<file path="config.mk">
export PLATFORM = sky130hd
export DESIGN_NAME = csvn_div
export DESIGN_NICKNAME = d
export VERILOG_FILES = /design/src/sv/assert_macros.svh /design/src/sv/csvn_pkg.sv /design/src/sv/csvn_div.sv
export SDC_FILE = /design/constraint.sdc
export NUM_CORES = 1
export LEC_CHECK = 0
export BUFFER_PORTS_ARGS = -buffer_cell sky130_fd_sc_hd__buf_2
export CAP_MARGIN = 0
export CORE_MARGIN = 2
export CORE_UTILIZATION = 70
export DETAILED_ROUTE_END_ITERATION = 8
export GPL_TIMING_DRIVEN = 0
export MAX_ROUTING_LAYER = met4
export PLACE_DENSITY = 0.86
export SLEW_MARGIN = 20
export SYNTH_ARGS = -nofsm -noshare
export SYNTH_HDL_FRONTEND = slang
export SYNTH_SLANG_ARGS = --single-unit
</file>
<file path="constraint.sdc">
create_clock -name clk -period 7.3 [get_ports clk]
set_input_delay 1.095 -clock clk [delete_from_list [all_inputs] [get_ports clk]]
set_output_delay 1.095 -clock clk [all_outputs]
set_load 0.01 [all_outputs]
</file>
<file path="src/sv/assert_macros.svh">
// concurrent assertion helpers, clocked on clk and held off during reset
`ifndef ASSERT_MACROS_SVH
`define ASSERT_MACROS_SVH

`ifndef NO_ASSERTIONS

`define CSVN_ASSERT(lbl, prop, msg) \
  lbl: assert property (@(posedge clk) disable iff (!rst_n) (prop)) else $error(msg);

`define CSVN_NEVER(lbl, cond, msg) \
  lbl: assert property (@(posedge clk) disable iff (!rst_n) !(cond)) else $error(msg);

`else

`define CSVN_ASSERT(lbl, prop, msg)

`define CSVN_NEVER(lbl, cond, msg)

`endif

`endif

</file>
<file path="src/sv/csvn_pkg.sv">
package csvn_pkg;

  localparam int PHASE_BITS = 12;
  localparam int INDEX_BITS = 12;

  // segment number k = i or i+1, one bit wider than the index
  localparam int KW         = INDEX_BITS + 1;
  localparam int NW         = 13;
  localparam int DIV_STAGES = KW + PHASE_BITS;

  localparam int QW_SIZE  = 1 << (PHASE_BITS - 2);
  localparam int QW_DEPTH = QW_SIZE + 1;
  localparam int QW_AW    = PHASE_BITS - 1;
  localparam int QW_DW    = 15;

  localparam int CFG_CONE_HEIGHT   = 0;
  localparam int CFG_BASE_RADIUS   = 1;
  localparam int CFG_SEGMENT_COUNT = 2;

  typedef logic [KW-1:0]         kval_t;
  typedef logic [NW-1:0]         nval_t;
  typedef logic [PHASE_BITS-1:0] phase_t;
  typedef logic [QW_AW-1:0]      qw_addr_t;
  typedef logic [QW_DW-1:0]      qw_data_t;
  typedef qw_data_t              qw_rom_t [QW_DEPTH];

  localparam logic [63:0] PI_HALF_Q62 = 64'h6487ED5110B4611A;

  // (2n)(2n+1) for the taylor terms of sine
  localparam logic [63:0] SeriesDiv [13] = '{
    64'd6, 64'd20, 64'd42, 64'd72, 64'd110, 64'd156, 64'd210,
    64'd272, 64'd342, 64'd420, 64'd506, 64'd600, 64'd702
  };

  function automatic logic [63:0] mul_q62(input logic [63:0] a, input logic [63:0] b);
    logic [127:0] p;
    p = {64'd0, a} * {64'd0, b};
    return p[125:62];
  endfunction

  // round(32767 * sin(pi/2 * q / QW_SIZE)) with a q62 integer taylor series
  function automatic qw_data_t quarter_entry(input logic [63:0] q);
    logic [63:0]  frac;
    logic [63:0]  x;
    logic [63:0]  x2;
    logic [63:0]  term;
    logic [63:0]  sum;
    logic [127:0] prod;
    frac = PI_HALF_Q62 & ((64'd1 << (PHASE_BITS - 2)) - 64'd1);
    x    = (PI_HALF_Q62 >> (PHASE_BITS - 2)) * q + ((frac * q) >> (PHASE_BITS - 2));
    x2   = mul_q62(x, x);
    term = x;
    sum  = x;
    for (int n = 1; n <= 13; n++) begin
      term = mul_q62(term, x2) / SeriesDiv[n-1];
      if ((n % 2) == 1) sum = sum - term;
      else sum = sum + term;
    end
    prod = {64'd0, sum} * 128'd32767 + (128'd1 << 61);
    return prod[62+QW_DW-1:62];
  endfunction

  function automatic qw_rom_t gen_quarter_table();
    qw_rom_t t;
    for (int q = 0; q < QW_DEPTH; q++) begin
      t[q] = quarter_entry(64'(q));
    end
    return t;
  endfunction

endpackage

</file>
<file path="src/sv/csvn_div.sv">
module csvn_div (
  input  logic            clk,
  input  logic            en,
  input  csvn_pkg::kval_t k,
  input  csvn_pkg::nval_t n,
  output csvn_pkg::phase_t phase
);
  import csvn_pkg::*;

  // restoring division of k * 2^PHASE_BITS by n, one quotient bit per stage
  nval_t  rem_r [DIV_STAGES];
  kval_t  k_r   [DIV_STAGES];
  phase_t q_r   [DIV_STAGES];

  nval_t        rem_nxt [DIV_STAGES];
  kval_t        k_nxt   [DIV_STAGES];
  phase_t       q_nxt   [DIV_STAGES];
  nval_t        rem_in  [DIV_STAGES];
  kval_t        k_in    [DIV_STAGES];
  phase_t       q_in    [DIV_STAGES];
  logic [NW:0]  sh      [DIV_STAGES];
  logic [NW:0]  diff    [DIV_STAGES];

  always_comb begin
    for (int s = 0; s < DIV_STAGES; s++) begin
      if (s == 0) begin
        rem_in[s] = '0;
        k_in[s]   = k;
        q_in[s]   = '0;
      end else begin
        rem_in[s] = rem_r[s-1];
        k_in[s]   = k_r[s-1];
        q_in[s]   = q_r[s-1];
      end
      // dividend bits: k first, then zeros from the left shift
      sh[s]   = {rem_in[s], k_in[s][KW-1]};
      diff[s] = sh[s] - {1'b0, n};
      k_nxt[s] = {k_in[s][KW-2:0], 1'b0};
      if (sh[s] >= {1'b0, n}) begin
        rem_nxt[s] = diff[s][NW-1:0];
        q_nxt[s]   = {q_in[s][PHASE_BITS-2:0], 1'b1};
      end else begin
        rem_nxt[s] = sh[s][NW-1:0];
        q_nxt[s]   = {q_in[s][PHASE_BITS-2:0], 1'b0};
      end
    end
  end

  always_ff @(posedge clk) begin
    if (en) begin
      for (int s = 0; s < DIV_STAGES; s++) begin
        rem_r[s] <= rem_nxt[s];
        k_r[s]   <= k_nxt[s];
        q_r[s]   <= q_nxt[s];
      end
    end
  end

  assign phase = q_r[DIV_STAGES-1];

endmodule

</file>
==> impl_metrics.tcl <==
set metrics [dict create \
    timing.reg2reg.setup_slack_ns 3.98 \
    setup_repair_after_global_routing_missed_its_margin "false" \
    synth_edf_count 468 \
    yosys.area.top_type_share 0.452 \
    via_count_of_the_first_global_routing_pass 22500 \
    yosys-top-cells-area "sky130_fd_sc_hd__edfxtp_1 (45%), sky130_fd_sc_hd__ha_1 (13%), sky130_fd_sc_hd__mux2_2 (7.1%), sky130_fd_sc_hd__a21oi_1 (3.8%), sky130_fd_sc_hd__xnor2_1 (3.5%)" \
    cts-resized-gates 0 \
    pwr_density_cell_nw_per_um2 468 \
    yosys.cell_count.top_type "sky130_fd_sc_hd__edfxtp_1" \
    fp-row-count 77 \
    timing_hold_violations_final 0 \
    post_cts_buffers 0 \
    ys_seq_elements 468 \
    postSynthAreaPerCell_um2 11.4 \
    final_min_period_over_clock_period 0.656 \
    detail_route.iter0.violations 2182 \
    met1_length_um 29300 \
    cap_viol_max_count 0 \
    mappedNetlistNets 3091 \
    core_region_area_um2 44000 \
    netlist_instances 2727 \
    max-clock-path-buffers 3 \
    ir_drop_mv 0.232 \
    synth_area_um2 31100 \
    clock_skew_ns 0.0128 \
    utilization 0.777 \
    worstPathArrival_ns 5.14 \
    ys_warn_count 0 \
    cts.sinks 468 \
    tns_ns 0 \
    post_synth_top_flop "sky130_fd_sc_hd__edfxtp_1" \
    worstHoldPathType "flop to flop" \
    clk_pin_slew_worst_paths_ns 0.06 \
    start_util 0.707 \
    hold_end "k_r[0][28]" \
    num-fill-cells 2706 \
    synth_async_sr_flop_share 0 \
    cts_made_buffers 53 \
    total_of_hold_buffers_inserted_after_clock_tree_synthesis 0 \
    number_of_antenna_violations_at_the_first_check_in_global_routing 0 \
    grt-ovfl-total 0 \
    io-pin-count 40 \
    first_pass_grt_wire_length_um 113000 \
    grt_max_degree 113 \
    routed-wl-met2_um 34500 \
    cell_chosen_for_the_clock_root "sky130_fd_sc_hd__clkbuf_16" \
    critical_path_class "input pin to flop" \
    highest_layer "met4" \
    h-tree-depth 2 \
    maxSlewHeadroom 0.484 \
    drtPass1Iterations 6 \
    area_growth_pct 9.95 \
    fmax_ghz 0.209 \
    crit_required_ns 7.65 \
    reg2reg_to "rem_r[1][62]" \
    timing.critical_path.to_type "flop" \
    place.port_buffers 39 \
    detailroute.wirelength.met3_um 3500 \
    synth-seq-area-share 0.452 \
    hpwl_um 49200 \
    routed-via-count 22600 \
    layout.area.seq_um2 14100 \
    largest_fanout_of_any_net_on_the_critical_path 24 \
    num_antenna_cells 0 \
    clock_tree_from_tritoncts "done" \
    nets 3201 \
    synth.cells.most_frequent "sky130_fd_sc_hd__edfxtp_1 (468), sky130_fd_sc_hd__ha_1 (313), sky130_fd_sc_hd__a21oi_1 (237), sky130_fd_sc_hd__nor2_1 (203), sky130_fd_sc_hd__mux2_2 (195)" \
    maxSlewViolCount 0 \
    worst-slew-pin-transition_ns 0.775 \
    antenna_violating_nets_post_route 0 \
    reg2reg_depth 11 \
    multi_input_area_um2 16600 \
    dieArea_um2 46200 \
    gp_routability_congestion 0.961 \
    chipHeight_um 215 \
    synth_cell_types 74 \
    drc 0 \
    finalSetupViolations 0 \
    route.final.wire_length_um 70600 \
    outcome "finished clean" \
    setup_ws_ns 2.51 \
    dpl_worst_slack_ns 2.06 \
    crit_path_start_kind "input pin" \
    hold_path.startpoint "k_r[0][15]" \
    via_per_inst 6.51 \
    detail_route.wl_per_cell_um 20.3 \
    post_route_cells_drive_above_1_share 0.142 \
    hold_depth 0 \
    layout_min_cycle_time_ns 4.79 \
    yosys.area.top_type "sky130_fd_sc_hd__edfxtp_1" \
    chipWidth_um 215 \
    worstReg2RegStart "k_r[1][47]" \
    grt_util_all_layers 0.314 \
    clock_insertion_delay_worst_skew_ns 0.61 \
    power_leakage_uw 0.0133 \
]
## cell usage in the layout (no fill, tap or decap), types with 15 or more instances in the layout
cell type	count
sky130_fd_sc_hd__edfxtp_1	468
sky130_fd_sc_hd__nand2b_1	39
sky130_fd_sc_hd__a21oi_1	237
sky130_fd_sc_hd__o21a_1	70
sky130_fd_sc_hd__fa_1	23
sky130_fd_sc_hd__and2_1	16
sky130_fd_sc_hd__clkbuf_16	55
sky130_fd_sc_hd__nor2b_1	51
sky130_fd_sc_hd__nand2_1	121
sky130_fd_sc_hd__xnor2_1	124
sky130_fd_sc_hd__o31a_1	32
sky130_fd_sc_hd__a31oi_1	20
sky130_fd_sc_hd__mux2_2	195
sky130_fd_sc_hd__nor2_1	203
sky130_fd_sc_hd__o21bai_1	25
sky130_fd_sc_hd__nand3_1	38
sky130_fd_sc_hd__ha_1	313
sky130_fd_sc_hd__or2_2	15
sky130_fd_sc_hd__clkbuf_1	29
sky130_fd_sc_hd__a21o_1	53
sky130_fd_sc_hd__inv_1	63
sky130_fd_sc_hd__nor3_1	48
sky130_fd_sc_hd__buf_2	54
sky130_fd_sc_hd__o21ai_0	160
sky130_fd_sc_hd__nand4_1	18
sky130_fd_sc_hd__xor2_1	80
sky130_fd_sc_hd__a211oi_1	46
sky130_fd_sc_hd__mux2i_1	29
## final cells by class
type,count,area share
repair buffers,55,0.0165
flip-flops and latches,468,0.411
plain buffers,46,0.00676
clock buffers,63,0.0411
well taps,592,0.0216
clock inverters,33,0.0113
multi-input cells,2137,0.484
inverters,76,0.00834
## per-stage QoR
step / hold slack [ns] / area, um2 / total power [uW] / cells
CTS: 0.417 / 34200 / 15900 / 3470
floorplan: 0.400 / 31100 / 11300 / 2727
detailed placement: 0.405 / 32400 / 13000 / 3374
global route: 0.419 / 34200 / 17000 / 3470
global placement: 0.401 / 32100 / 12600 / 3358
finish: 0.415 / 34200 / 16000 / 3470
## kinds of logic (layout without fill, tap and decap cells)
kind of cell,count (synthesis),in the layout,share of synthesized area
buffers and inverters,122,273,0.0166
multiplexers,235,235,0.0851
AO/OA/AOI/OAI,759,759,0.155
flip-flops,468,468,0.452
XOR/XNOR,204,204,0.0574
AND/OR/NAND/NOR,603,603,0.0933
adder cells (fa/ha/maj),336,336,0.141
## state kept, by name, summed over array words and instances, names as in the netlist
name   flops
q_r       78
rem_r    312
k_r       78
## power breakdown
group | leakage (uW) | internal [uW] | switching (uW)
clock | 0.000865 | 1680 | 1090
combinational | 0.00789 | 3930 | 4330
sequential | 0.00456 | 4450 | 539
total | 0.0133 | 10100 | 5960
## worst max path at each step
stage | start | endpoint | slack (ns) | cells after the start
finish | n[0] | rem_r[2][73] | 2.51 | 12
global route | n[0] | rem_r[2][72] | 2.31 | 12
CTS | n[0] | rem_r[2][72] | 2.65 | 12
detailed placement | n[0] | rem_r[2][24] | 2.06 | 12
global placement | en | q_r[1][97] | -1.47 | 1
floorplan | n[1] | rem_r[1][102] | 3.19 | 9
## metal layers
metal | track usage | vias up
met2 | 0.521 | 739
met3 | 0.0345 | 249
met5 | - | -
met4 | 0.151 | 0
li1 | - | 10700
met1 | 0.387 | 10900
## critical path, cell delays in order
cell	delay [ns]
sky130_fd_sc_hd__buf_2	0.53
sky130_fd_sc_hd__buf_2	0.46
sky130_fd_sc_hd__inv_2	0.39
sky130_fd_sc_hd__fa_1	0.60
sky130_fd_sc_hd__a211oi_1	0.28
sky130_fd_sc_hd__o21bai_1	0.14
sky130_fd_sc_hd__a21oi_2	0.26
sky130_fd_sc_hd__o21ai_0	0.17
sky130_fd_sc_hd__a21boi_0	0.29
sky130_fd_sc_hd__o21ai_1	0.28
sky130_fd_sc_hd__buf_2	0.29
sky130_fd_sc_hd__mux2_2	0.31
(Power assumes the default switching activity.)
